`config.mk`:
```
export PLATFORM = sky130hd
export DESIGN_NAME = rgb_to_hsl_converter_flat
export DESIGN_NICKNAME = d
export VERILOG_FILES = /design/src/rtl/core/rth_pkg.sv /design/src/rtl/core/rth_if.sv /design/src/rtl/core/rth_front.sv /design/src/rtl/core/rth_div_pipe.sv /design/src/rtl/core/rgb_to_hsl_converter.sv /design/src/flat_wrapper.sv
export SDC_FILE = /design/constraint.sdc
export NUM_CORES = 1
export LEC_CHECK = 0
export BUFFER_PORTS_ARGS = -buffer_cell sky130_fd_sc_hd__buf_2
export CELL_PAD_IN_SITES_DETAIL_PLACEMENT = 1
export CELL_PAD_IN_SITES_GLOBAL_PLACEMENT = 2
export CORE_ASPECT_RATIO = 1.4
export CORE_MARGIN = 2
export CORE_UTILIZATION = 40
export DETAILED_ROUTE_END_ITERATION = 8
export PLACE_DENSITY = 0.79
export REMOVE_ABC_BUFFERS = 1
export SYNTH_ARGS = -nofsm -noshare
export SYNTH_HDL_FRONTEND = slang
export SYNTH_SLANG_ARGS = --single-unit
export TNS_END_PERCENT = 50
```
`constraint.sdc`:
```
create_clock -name clk -period 7.7 [get_ports clk]
set_input_delay 1.54 -clock clk [delete_from_list [all_inputs] [get_ports clk]]
set_output_delay 1.54 -clock clk [all_outputs]
set_load 0.005 [all_outputs]
```
`src/rtl/core/rth_pkg.sv`:
```
`default_nettype none
// ----------------------------------------------------------------------------
// rth_pkg
// Widths, divider geometry and the hand-over type shared by the RGB to HSL
// conversion pipeline.
// ----------------------------------------------------------------------------
package rth_pkg;

  localparam int CH_W    = 8;   // colour component
  localparam int HUE_W   = 16;
  localparam int SAT_W   = 16;
  localparam int LIGHT_W = 9;   // max + min

  // restoring dividers: 16 quotient bits, two per stage
  localparam int QUO_W      = 16;
  localparam int DIV_BITS   = 2;
  localparam int DIV_STAGES = QUO_W / DIV_BITS;

  localparam int HUE_DEN_W = 11;  // 6 * (max - min) <= 1530
  localparam int SAT_DEN_W = 8;   // min(s, 510 - s) <= 255

  // operands handed from the front end to the divider pipeline
  typedef struct packed {
    logic [HUE_DEN_W-1:0] hue_rem;  // sector position, below hue_den
    logic [HUE_DEN_W-1:0] hue_den;
    logic [SAT_DEN_W-1:0] sat_rem;  // top byte of d * 65535, below sat_den
    logic [QUO_W-1:0]     sat_lo;   // low bits of d * 65535, shifted in msb first
    logic [SAT_DEN_W-1:0] sat_den;
    logic [LIGHT_W-1:0]   light;
  } rth_div_t;

endpackage
`default_nettype wire

```
`src/rtl/core/rth_if.sv`:
```
`default_nettype none
// ----------------------------------------------------------------------------
// rth_rgb_if / rth_hsl_if
// Valid/ready channels for RGB pixels in and HSL results out.
// ----------------------------------------------------------------------------
interface rth_rgb_if import rth_pkg::*; ();
  logic            valid;
  logic            ready;
  logic [CH_W-1:0] red;
  logic [CH_W-1:0] green;
  logic [CH_W-1:0] blue;

  modport source (output valid, red, green, blue, input ready);
  modport sink   (input valid, red, green, blue, output ready);
endinterface

interface rth_hsl_if import rth_pkg::*; ();
  logic               valid;
  logic               ready;
  logic [HUE_W-1:0]   hue;
  logic [SAT_W-1:0]   saturation;
  logic [LIGHT_W-1:0] lightness_doubled;

  modport source (output valid, hue, saturation, lightness_doubled, input ready);
  modport sink   (input valid, hue, saturation, lightness_doubled, output ready);
endinterface
`default_nettype wire

```
`src/rtl/core/rth_front.sv`:
```
`default_nettype none
// ----------------------------------------------------------------------------
// rth_front
// Two register stages: extremes and sector term, then divider operands.
// ----------------------------------------------------------------------------
module rth_front import rth_pkg::*; (
  input  wire logic            clk,
  input  wire logic            rst_n,
  input  wire logic            in_valid,
  output logic                 in_ready,
  input  wire logic [CH_W-1:0] red,
  input  wire logic [CH_W-1:0] green,
  input  wire logic [CH_W-1:0] blue,
  output logic                 out_valid,
  input  wire logic            out_ready,
  output rth_div_t             out_data
);

  localparam logic [1:0] SEL_RED = 2'd0;
  localparam logic [1:0] SEL_GRN = 2'd1;
  localparam logic [1:0] SEL_BLU = 2'd2;

  logic            v1_r, v2_r;
  logic            rdy1, rdy2;
  logic [CH_W-1:0] mx_r, mn_r, mx_nxt, mn_nxt;
  logic [1:0]      sel_r, sel_nxt;
  logic [CH_W:0]   diff_r, diff_nxt;   // two's complement
  rth_div_t        data_r, data_nxt;

  assign rdy2      = !v2_r || out_ready;
  assign rdy1      = !v1_r || rdy2;
  assign in_ready  = rdy1;
  assign out_valid = v2_r;
  assign out_data  = data_r;

  // stage 1: largest and smallest component, ties for largest go red, green, blue
  always_comb begin
    if (red >= green && red >= blue) begin
      sel_nxt  = SEL_RED;
      mx_nxt   = red;
      diff_nxt = {1'b0, green} - {1'b0, blue};
    end else if (green >= blue) begin
      sel_nxt  = SEL_GRN;
      mx_nxt   = green;
      diff_nxt = {1'b0, blue} - {1'b0, red};
    end else begin
      sel_nxt  = SEL_BLU;
      mx_nxt   = blue;
      diff_nxt = {1'b0, red} - {1'b0, green};
    end
    if (red <= green && red <= blue) begin
      mn_nxt = red;
    end else if (green <= blue) begin
      mn_nxt = green;
    end else begin
      mn_nxt = blue;
    end
  end

  // stage 2: sector position and divider operands
  logic [CH_W-1:0]      d;
  logic [LIGHT_W-1:0]   s, s_flip;
  logic [HUE_DEN_W-1:0] d6;
  logic [HUE_DEN_W:0]   dx, p;
  logic [CH_W+QUO_W-1:0] sat_num;
  logic                 gray;

  always_comb begin
    d       = mx_r - mn_r;
    s       = {1'b0, mx_r} + {1'b0, mn_r};
    s_flip  = 9'd510 - s;
    gray    = (d == '0);
    d6      = {1'b0, d, 2'b00} + {2'b00, d, 1'b0};
    dx      = {{3{diff_r[CH_W]}}, diff_r};
    sat_num = {d, {QUO_W{1'b0}}} - {{QUO_W{1'b0}}, d};
    unique case (sel_r)
      SEL_RED: p = dx + (diff_r[CH_W] ? {1'b0, d6} : '0);   // wrap by six sectors
      SEL_GRN: p = dx + {3'b000, d, 1'b0};
      SEL_BLU: p = dx + {2'b00, d, 2'b00};
      default: p = '0;
    endcase
    // a gray pixel divides zero by one, so both quotients come out zero
    data_nxt.hue_rem = p[HUE_DEN_W-1:0];
    data_nxt.hue_den = gray ? HUE_DEN_W'(1) : d6;
    data_nxt.sat_rem = sat_num[CH_W+QUO_W-1:QUO_W];
    data_nxt.sat_lo  = sat_num[QUO_W-1:0];
    if (gray) begin
      data_nxt.sat_den = SAT_DEN_W'(1);
    end else if (s > 9'd255) begin
      data_nxt.sat_den = s_flip[SAT_DEN_W-1:0];
    end else begin
      data_nxt.sat_den = s[SAT_DEN_W-1:0];
    end
    data_nxt.light = s;
  end

  always_ff @(posedge clk) begin
    if (!rst_n) begin
      v1_r <= 1'b0;
      v2_r <= 1'b0;
    end else begin
      if (rdy1) v1_r <= in_valid;
      if (rdy2) v2_r <= v1_r;
    end
  end

  always_ff @(posedge clk) begin
    if (rdy1 && in_valid) begin
      mx_r   <= mx_nxt;
      mn_r   <= mn_nxt;
      sel_r  <= sel_nxt;
      diff_r <= diff_nxt;
    end
    if (rdy2 && v1_r) begin
      data_r <= data_nxt;
    end
  end

endmodule
`default_nettype wire

```
`src/rtl/core/rth_div_pipe.sv`:
```
`default_nettype none
// ----------------------------------------------------------------------------
// rth_div_pipe
// Pipelined restoring dividers for hue and saturation, lightness alongside.
// ----------------------------------------------------------------------------
module rth_div_pipe import rth_pkg::*; (
  input  wire logic          clk,
  input  wire logic          rst_n,
  input  wire logic          in_valid,
  output logic               in_ready,
  input  wire rth_div_t      in_data,
  output logic               out_valid,
  input  wire logic          out_ready,
  output logic [HUE_W-1:0]   hue,
  output logic [SAT_W-1:0]   saturation,
  output logic [LIGHT_W-1:0] lightness_doubled
);

  localparam int HDW  = HUE_DEN_W;
  localparam int SDW  = SAT_DEN_W;
  localparam int LAST = DIV_STAGES - 1;

  logic                 v_r       [DIV_STAGES];
  logic [HDW-1:0]       hrem_r    [DIV_STAGES];
  logic [HDW-1:0]       hden_r    [DIV_STAGES];
  logic [QUO_W-1:0]     hq_r      [DIV_STAGES];
  logic [SDW-1:0]       srem_r    [DIV_STAGES];
  logic [QUO_W-1:0]     slo_r     [DIV_STAGES];
  logic [SDW-1:0]       sden_r    [DIV_STAGES];
  logic [QUO_W-1:0]     sq_r      [DIV_STAGES];
  logic [LIGHT_W-1:0]   light_r   [DIV_STAGES];

  logic                 src_v     [DIV_STAGES];
  logic [HDW-1:0]       src_hrem  [DIV_STAGES];
  logic [HDW-1:0]       src_hden  [DIV_STAGES];
  logic [QUO_W-1:0]     src_hq    [DIV_STAGES];
  logic [SDW-1:0]       src_srem  [DIV_STAGES];
  logic [QUO_W-1:0]     src_slo   [DIV_STAGES];
  logic [SDW-1:0]       src_sden  [DIV_STAGES];
  logic [QUO_W-1:0]     src_sq    [DIV_STAGES];
  logic [LIGHT_W-1:0]   src_light [DIV_STAGES];

  logic                 rdy       [DIV_STAGES+1];

  assign rdy[DIV_STAGES] = out_ready;

  for (genvar i = 0; i < DIV_STAGES; i++) begin : g_stage
    logic [HDW-1:0]   hrem_nxt;
    logic [QUO_W-1:0] hq_nxt;
    logic [SDW-1:0]   srem_nxt;
    logic [QUO_W-1:0] slo_nxt;
    logic [QUO_W-1:0] sq_nxt;

    if (i == 0) begin : g_head
      assign src_v[i]     = in_valid;
      assign src_hrem[i]  = in_data.hue_rem;
      assign src_hden[i]  = in_data.hue_den;
      assign src_hq[i]    = '0;
      assign src_srem[i]  = in_data.sat_rem;
      assign src_slo[i]   = in_data.sat_lo;
      assign src_sden[i]  = in_data.sat_den;
      assign src_sq[i]    = '0;
      assign src_light[i] = in_data.light;
    end else begin : g_link
      assign src_v[i]     = v_r[i-1];
      assign src_hrem[i]  = hrem_r[i-1];
      assign src_hden[i]  = hden_r[i-1];
      assign src_hq[i]    = hq_r[i-1];
      assign src_srem[i]  = srem_r[i-1];
      assign src_slo[i]   = slo_r[i-1];
      assign src_sden[i]  = sden_r[i-1];
      assign src_sq[i]    = sq_r[i-1];
      assign src_light[i] = light_r[i-1];
    end

    assign rdy[i] = !v_r[i] || rdy[i+1];

    // remainder stays below the divisor, so each trial fits one extra bit
    always_comb begin : p_div
      logic [HDW:0] ht;
      logic [SDW:0] st;
      hrem_nxt = src_hrem[i];
      hq_nxt   = src_hq[i];
      srem_nxt = src_srem[i];
      slo_nxt  = src_slo[i];
      sq_nxt   = src_sq[i];
      for (int k = 0; k < DIV_BITS; k++) begin
        ht = {hrem_nxt, 1'b0};
        if (ht >= {1'b0, src_hden[i]}) begin
          hrem_nxt = HDW'(ht - {1'b0, src_hden[i]});
          hq_nxt   = {hq_nxt[QUO_W-2:0], 1'b1};
        end else begin
          hrem_nxt = ht[HDW-1:0];
          hq_nxt   = {hq_nxt[QUO_W-2:0], 1'b0};
        end
        st      = {srem_nxt, slo_nxt[QUO_W-1]};
        slo_nxt = {slo_nxt[QUO_W-2:0], 1'b0};
        if (st >= {1'b0, src_sden[i]}) begin
          srem_nxt = SDW'(st - {1'b0, src_sden[i]});
          sq_nxt   = {sq_nxt[QUO_W-2:0], 1'b1};
        end else begin
          srem_nxt = st[SDW-1:0];
          sq_nxt   = {sq_nxt[QUO_W-2:0], 1'b0};
        end
      end
    end

    always_ff @(posedge clk) begin
      if (!rst_n) begin
        v_r[i] <= 1'b0;
      end else if (rdy[i]) begin
        v_r[i] <= src_v[i];
      end
    end

    always_ff @(posedge clk) begin
      if (rdy[i] && src_v[i]) begin
        hrem_r[i]  <= hrem_nxt;
        hden_r[i]  <= src_hden[i];
        hq_r[i]    <= hq_nxt;
        srem_r[i]  <= srem_nxt;
        slo_r[i]   <= slo_nxt;
        sden_r[i]  <= src_sden[i];
        sq_r[i]    <= sq_nxt;
        light_r[i] <= src_light[i];
      end
    end
  end

  assign in_ready          = rdy[0];
  assign out_valid         = v_r[LAST];
  assign hue               = hq_r[LAST];
  assign saturation        = sq_r[LAST];
  assign lightness_doubled = light_r[LAST];

endmodule
`default_nettype wire

```
`src/rtl/core/rgb_to_hsl_converter.sv`:
```
`default_nettype none
// The pipeline has 2 front-end stages and 8 divider stages at 2 quotient
// bits each. Throughput: one pixel per cycle while out_hsl.ready is high.
// Each stage takes a new beat each cycle when empty or the next one moves.
// Each stage holds its beat while stalled; bubbles still fill behind it.
// Reset clears the stage valid flags only; data registers are not reset.
// ----------------------------------------------------------------------------
// rgb_to_hsl_converter
// Streams 8-bit RGB pixels to fixed-point hue, saturation and 2x lightness.
// ----------------------------------------------------------------------------
module rgb_to_hsl_converter import rth_pkg::*; (
  input  wire logic  clk,
  input  wire logic  rst_n,
  rth_rgb_if.sink    in_pix,
  rth_hsl_if.source  out_hsl
);

  logic     f_valid;
  logic     f_ready;
  rth_div_t f_data;

  rth_front u_front (
    .clk       (clk),
    .rst_n     (rst_n),
    .in_valid  (in_pix.valid),
    .in_ready  (in_pix.ready),
    .red       (in_pix.red),
    .green     (in_pix.green),
    .blue      (in_pix.blue),
    .out_valid (f_valid),
    .out_ready (f_ready),
    .out_data  (f_data)
  );

  rth_div_pipe u_div (
    .clk               (clk),
    .rst_n             (rst_n),
    .in_valid          (f_valid),
    .in_ready          (f_ready),
    .in_data           (f_data),
    .out_valid         (out_hsl.valid),
    .out_ready         (out_hsl.ready),
    .hue               (out_hsl.hue),
    .saturation        (out_hsl.saturation),
    .lightness_doubled (out_hsl.lightness_doubled)
  );

endmodule
`default_nettype wire

```
`src/flat_wrapper.sv`:
```
// flat-port wrapper written by rule: the top's interface ports become plain ports
module rgb_to_hsl_converter_flat import rth_pkg::*;
  (clk, rst_n, in_pix_valid, in_pix_red, in_pix_green, in_pix_blue, in_pix_ready, out_hsl_valid, out_hsl_hue, out_hsl_saturation, out_hsl_lightness_doubled, out_hsl_ready);
  rth_rgb_if in_pix_i ();
  rth_hsl_if out_hsl_i ();
  input  wire logic clk;
  input  wire logic rst_n;
  input wire logic [$bits(in_pix_i.valid)-1:0] in_pix_valid;
  input wire logic [$bits(in_pix_i.red)-1:0] in_pix_red;
  input wire logic [$bits(in_pix_i.green)-1:0] in_pix_green;
  input wire logic [$bits(in_pix_i.blue)-1:0] in_pix_blue;
  output wire logic [$bits(in_pix_i.ready)-1:0] in_pix_ready;
  output wire logic [$bits(out_hsl_i.valid)-1:0] out_hsl_valid;
  output wire logic [$bits(out_hsl_i.hue)-1:0] out_hsl_hue;
  output wire logic [$bits(out_hsl_i.saturation)-1:0] out_hsl_saturation;
  output wire logic [$bits(out_hsl_i.lightness_doubled)-1:0] out_hsl_lightness_doubled;
  input wire logic [$bits(out_hsl_i.ready)-1:0] out_hsl_ready;
  assign in_pix_i.valid = in_pix_valid;
  assign in_pix_i.red = in_pix_red;
  assign in_pix_i.green = in_pix_green;
  assign in_pix_i.blue = in_pix_blue;
  assign in_pix_ready = in_pix_i.ready;
  assign out_hsl_valid = out_hsl_i.valid;
  assign out_hsl_hue = out_hsl_i.hue;
  assign out_hsl_saturation = out_hsl_i.saturation;
  assign out_hsl_lightness_doubled = out_hsl_i.lightness_doubled;
  assign out_hsl_i.ready = out_hsl_ready;
  rgb_to_hsl_converter u_core (.clk(clk), .rst_n(rst_n), .in_pix(in_pix_i), .out_hsl(out_hsl_i));
endmodule
```
==> metrics.txt, run 1 <==
status finished, final reports clean; row count 135; Port Buffers 70; Yosys top cell by area edfxtp_1; Starting Density around two fifths; largest net degree at the start of global routing 75; routed via count 25,200; ys async rst share 0%; RSZ-0062 raised after global routing false; Seq/Total Area, Yosys 48.6%; fin. max-slew vios 0; fin crit period 5800 ps; Post-synth EDFFs approximately 630; vias in the first global route 27,500; GRT Total Usage 18.0%; syn_area_per_cell 11.6 um2; CTS Hold Bufs 0; Placer Congestion 0.825; drt pass-1 iters 5; post-synthesis mux area share 7.26%; Layout Area Growth over Synthesis 10.6%; TritonCTS buffer count 66; post-CTS setup buffers 0; most common cell in the netlist edfxtp_1; die width 267 um; critical path fanouts, max 19; clock slew at reported path FFs around 60 ps; initial drt markers 860; setup TNS 0 ps; utilization after layout 44.5%; most frequent cells after synthesis edfxtp_1, inv_1, ha_1, nor2_1, a21oi_1; yosys warns 0; max-cap viol count 0; Post-Synth Adder-Cell Area 13.7%; worst r2r path cells 18; share of cells above drive strength 1 12.8%; clock insertion delay at the later pin of the skew report between 600 and 700 ps; top_reg_cell synth edfxtp_1; Min-Delay Path Class register to register; Routed WL per cell roughly 19 um; compound-cell area share of the yosys netlist 12.4%; element type at the critical path end register; CP Data Arrival Time roughly 6200 ps; CP required a little over 8000 ps; #FFs+latches synth between 600 and 700; Synth Area in Simple Gates 8.93%; GR Overflow Total 0; chip height 372 um; CTS resizes 0; P per Cell Area 267 mW/mm2; ant diodes 0; top cells by area, synth edfxtp_1, ha_1, mux2_2; # DRC 0; Die Area 0.0995 mm2; Routed Antenna Nets 0; average via count per standard cell 5.24; top cell type's share of synthesized area slightly below 50%; cells after synthesis 3,333; Cell variety after synth 92; synthesized cell area 0.0388 mm2; largest family of logic cells by synthesized area adder cells; CTS Sinks between 600 and 700; Core Box Area just under 0.1 mm2; leakage 0.0171 uW; Startpoint Class register; Worst Setup Path Type register to register; endpoints failing setup 0; first-pass GRT wire length 142,000 um; Max VDD drop 0.144 mV; Setup Skew 28.2 ps; clk buf depth 3; H-tree Lvls 3; nets 3,879; Top Ports 71; Synth Area in XOR/XNOR 4.96%; FMAX 172 MHz; Root Buffer Master clkbuf_16; Worst Max-Slew Pin Slew 1070 ps; CTS tree yes; HPWL after DPL ~70,000 um; antenna violations before repair 0; Fin. Hold Viols 0; Slew headroom approximately 29%; Routed WL 89,600 um; hold path cells 0; fin crit share 75.3%
critical path, stage by stage (launching register included):
cell,delay (ps)
edfxtp_1,500
inv_1,180
fa_1,450
a21o_1,190
a21oi_2,180
o21bai_1,110
a211o_1,330
a2111o_1,470
a21oi_4,450
mux2_2,410
ha_1,370
a21o_1,190
a21oi_1,210
o21ai_0,210
a31o_2,320
a31o_2,250
nand2_1,80
and2_4,250
mux2_2,370
path summary, 6_finish.rpt:
path / from / to / slack [ps]
min reg2reg: u_core.u_front.out_data[1]$_DFFE_PP_ / u_core.u_div.light_r[0][1]$_DFFE_PP_ / 410
min: u_core.u_front.out_data[1]$_DFFE_PP_ / u_core.u_div.light_r[0][1]$_DFFE_PP_ / 410
max: u_core.u_div.hden_r[5][0]$_DFFE_PP_ / u_core.u_div.hrem_r[6][1]$_DFFE_PP_ / 1900
max reg2reg: u_core.u_div.hden_r[5][0]$_DFFE_PP_ / u_core.u_div.hrem_r[6][1]$_DFFE_PP_ / 1900
routing by layer:
| metal | global-route usage, % | wire, um | up-vias |
|---|---|---|---|
| met5 | 0 | 0 | - |
| met4 | 7.25 | 3210 | 0 |
| met3 | 1.95 | 1940 | 148 |
| met2 | 37.7 | 51800 | 270 |
| met1 | 17.5 | 32700 | 12400 |
| li1 | - | - | 12400 |
flip-flops by register name (all words and copies together) (netlist names), 2 cells and up:
signal / flops
u_core.u_front.sel_r: 2
u_core.u_div.hq_r: 72
u_core.u_div.v_r: 8
u_core.u_front.mn_r: 8
u_core.u_front.diff_r: 9
u_core.u_div.hden_r: 77
u_core.u_front.mx_r: 8
u_core.u_div.sden_r: 56
u_core.u_div.hrem_r: 77
u_core.u_div.light_r: 65
u_core.u_div.srem_r: 56
u_core.u_div.slo_r: 55
u_core.u_front.out_data: 61
u_core.u_div.sq_r: 72
through the flow:
step | setup WS [ps] | hold slack (ps) | power (uW) | cell area [um2] | std cells
final | 1900 | 413 | 11500 | 42900 | 4800
after global routing | 1530 | 420 | 12200 | 42900 | 4800
after CTS | 1830 | 414 | 11600 | 42900 | 4800
after detailed placement | 1870 | 405 | 8340 | 40700 | 4680
after global placement | 1930 | 401 | 8280 | 40700 | 4680
after floorplan | 22.9 | 400 | 7330 | 38500 | 3290
report_power, final:
group / total, uW / leakage (uW) / internal, uW / switching (uW)
registers: 4200 / 0.00567 / 4100 / 105
logic: 4040 / 0.0103 / 1760 / 2280
clock network: 3230 / 0.00106 / 1880 / 1350
layout by cell type (no fill, tap or decap), types with 27 or more instances in the layout:
cell type	instances
o21ai_0	151
nor3_1	37
buf_2	70
o21bai_1	37
nand3_1	36
ha_1	372
nand2b_1	39
inv_1	373
nor2_1	213
xor2_1	78
o21a_1	27
clkbuf_16	67
a21oi_1	192
edfxtp_1	625
nor2b_1	66
xnor2_1	138
nand4_1	52
fa_1	32
a21o_1	84
nand2_1	143
mux2i_1	74
mux2_2	184
kinds of logic (layout without fill, tap and decap cells):
kind of cell	count (synthesis)	after routing
flip-flops	628	628
AO/OA/AOI/OAI	705	705
buffers and inverters	417	583
multiplexers	258	258
AND/OR/NAND/NOR	703	703
adder cells (fa/ha/maj)	404	404
XOR/XNOR	218	218
final cells by class:
type | instances | area (um2)
Inverter | 374 | 1400
Clock buffer | 82 | 1730
Sequential cell | 628 | 18800
Timing Repair Buffer | 89 | 493
Clock inverter | 38 | 435
Multi-Input combinational cell | 2288 | 18400
Fill cell | 10300 | 53600
Tap cell | 1301 | 1630
No activity file was read; power rests on OpenSTA's default activity.
==> run 2, diff against run 1 <==
Settings changed: ABC_AREA set to 1, CORE_UTILIZATION 40 to 38.
Clock period 7.7 ns to 4.85 ns, I/O delays scaled along.
==> run 2 against run 1 <==
Net effect:
- global-route usage up 0.49 points
- cell count grew 15%
- core utilization shrank 2.0 points
- via count is 10% higher
- non-clock buffer count rose by 13
- worst hold slack worse by 4.5 ps
==> metrics.txt, run 2 <==
status finished, final reports clean; setup TNS 0 ps; fin crit period around 4700 ps; average via count per standard cell between 5 and 6; HPWL after DPL 78,900 um; CTS Sinks 628; top_reg_cell synth edfxtp_1; top cell type's share of synthesized area 48.3%; vias in the first global route between 30,000 and 40,000; worst r2r path cells 20; chip height about 380 um; Placer Congestion 0.843; Yosys top cell by area edfxtp_1; most frequent cells in the layout nand2_1, edfxtp_1, inv_1; CTS tree yes; row count 138; Routed Antenna Nets 0; top cells by area, synth edfxtp_1, ha_1, nand2_1; share of cells above drive strength 1 7.98%; TritonCTS buffer count 67; Slew headroom 23.9%; hold path cells 0; reg2reg end u_core.u_div.hrem_r[5][10]$_DFFE_PP_; Post-synth EDFFs 625; clock slew at reported path FFs roughly 60 ps; leakage around 0.018 uW; syn_area_per_cell 9.70 um2; most frequent cells after synthesis nand2_1, edfxtp_1, inv_1, ha_1, a21oi_1; biggest regs u_core.u_div.hden_r x77, u_core.u_div.hrem_r x77; fin. max-slew vios 0; H-tree Lvls 3; FMAX 214 MHz; GR Overflow Total 0; Startpoint Class register; Die Area 0.105 mm2; first-pass GRT wire length 154,000 um; Max VDD drop ~0.31 mV; nets 4,556; Min-Delay Path Class register to register; P per Cell Area approximately 460 mW/mm2; flop2flop setup slack 180 ps; CP Data Arrival Time 5040 ps; Tot Pwr 19,700 uW; Starting Density 38.4%; largest net degree at the start of global routing 71; RSZ-0062 raised after global routing true; antenna violations before repair 0; routed via count 27,700; clk buf depth 3; Storage cell area 0.0188 mm2; CTS Hold Bufs 0; GRT Total Usage roughly 19%; Routed WL roughly 100,000 um; most common cell in the netlist nand2_1; initial drt markers 802; element type at the critical path end register; Root Buffer Master clkbuf_16; Routed WL per cell 17.7 um; die width 274 um; Port Buffers 70; Layout fillers 11,500; max-cap viol count 0; Min-Delay Endpoint u_core.u_div.hq_r[1][25]$_DFFE_PP_; Place WS -210 ps; FF-to-FF Start u_core.u_div.hrem_r[4][4]$_DFFE_PP_; cells after synthesis 4,007; #FFs+latches synth 628; # DRC 0; Worst Max-Slew Pin Slew 1130 ps; clock insertion delay at the later pin of the skew report 630 ps; synthesized cell area 0.0389 mm2; Fin. Hold Viols 0; most common cell after layout, fill and taps aside nand2_1; Seq/Total Area, Yosys 48.4%; Cell variety after synth 63; multi-input logic area 0.0175 mm2; fin crit share 96.2%; endpoints failing setup 0; drt pass-1 iters 5; critical path fanouts, max 18; Final WS setup 184 ps; Layout Area Growth over Synthesis 10.8%; Setup Skew 19.3 ps; CP required 5220 ps; ys async rst share 0%; yosys warns 0; Top Ports 71; Core Box Area 0.101 mm2; worst hold path startpoint u_core.u_div.hq_r[1][7]$_DFFE_PP_; Worst Setup Path Type register to register
[run 2: cell types whose count changed after synthesis, moves of 69 or more]
| cell | previous run | this run |
|---|---|---|
| mux2i_1 | 74 | 1 |
| xor2_1 | 78 | 155 |
| mux2_2 | 184 | 2 |
| a21oi_1 | 192 | 302 |
| nand3_1 | 36 | 134 |
| a21o_1 | 84 | 14 |
| nor2b_1 | 69 | 0 |
| o21ai_1 | 14 | 87 |
| nand2_1 | 143 | 764 |
| inv_1 | 373 | 563 |
[run 2: what timing repair did]
item | CTS | global route
buffers inserted | 0 | 5
endpoints found under the hold margin | 0 | 0
endpoints found under the setup margin | 19 | 57
gates cloned | 0 | 2
pin swaps | 0 | 3
resized for setup | 6 | 14
[run 2: kinds of logic after synthesis]
logic type / count (synthesis) / synth area share [%]
AND/OR/NAND/NOR: 1346 / 14.6
multiplexers: 3 / 0.0837
adder cells (fa/ha/maj): 404 / 13.6
flip-flops: 628 / 48.4
XOR/XNOR: 249 / 5.63
AO/OA/AOI/OAI: 741 / 10.9
buffers and inverters: 636 / 6.73
[run 2: metrics by stage]
stage	hold slack (ps)	instance area, um2	util, %	std cells
after floorplan	400	38400	-	3951
after global placement	401	40700	40.2	5378
after detailed placement	406	40700	40.2	5378
after CTS	411	43000	42.4	5498
after global routing	420	43100	42.5	5505
final	408	43100	42.5	5506
[run 2: worst max-delay path by stage]
stage	startpoint	to	slack [ps]	cells after the start
2_1_floorplan	out_hsl_ready	u_core.u_div.hden_r[4][0]$_DFFE_PP_	80	6
3_3_place_gp	u_core.u_div.hrem_r[4][4]$_DFFE_PP_	u_core.u_div.hrem_r[5][2]$_DFFE_PP_	-200	19
3_5_place_dp	u_core.u_div.hrem_r[4][4]$_DFFE_PP_	u_core.u_div.hrem_r[5][10]$_DFFE_PP_	-210	20
4_1_cts	u_core.u_div.hden_r[4][5]$_DFFE_PP_	u_core.u_div.hrem_r[5][10]$_DFFE_PP_	50	21
5_1_grt	u_core.u_div.hden_r[4][5]$_DFFE_PP_	u_core.u_div.hrem_r[5][10]$_DFFE_PP_	-80	21
6_report	u_core.u_div.hrem_r[4][4]$_DFFE_PP_	u_core.u_div.hrem_r[5][10]$_DFFE_PP_	180	20
[run 2: area by class of cell]
| type | count | share of cell area, % |
|---|---|---|
| Sequential cell | 628 | 43.7 |
| Multi-Input combinational cell | 2743 | 40.6 |
| Inverter | 580 | 5.11 |
| Clock buffer | 76 | 3.97 |
| Tap cell | 1330 | 3.86 |
| Timing Repair Buffer | 102 | 1.49 |
| Clock inverter | 44 | 1.19 |
| Timing Repair inverter | 2 | 0.0349 |
| Antenna cell | 1 | 0.00581 |
[run 2: layer usage]
metal	global-route usage [%]	vias up	part of all wire [%]	wire length [um]
li1	-	13900	-	-
met1	17.0	13400	35	34000
met2	39.8	292	59	57900
met3	2.06	163	2.1	2010
met4	7.06	0	3.5	3430
met5	0	-	0	0
[run 2: power by group]
| part | switching [uW] | leakage [uW] | internal [uW] | total (uW) |
|---|---|---|---|---|
| Sequential | 196 | 0.00574 | 6670 | 6870 |
| Combinational | 4910 | 0.0114 | 2700 | 7610 |
| Clock | 2230 | 0.00108 | 3010 | 5240 |
[run 2: critical path: stages (launching register included)]
cell        delay (ps)
edfxtp_1           420
ha_1               370
a21oi_1            240
o21ai_0            190
a221oi_2           450
nand3_4            240
inv_6              190
o21ai_0            140
ha_1               400
nand3_1             90
and2_1             180
inv_1               80
nand2_1             50
o211ai_1           180
nand2_1            150
o21ai_0            210
nor2_1              90
nand2_2            190
clkinvlp_4         280
nand2_1            150
o21ai_1             90
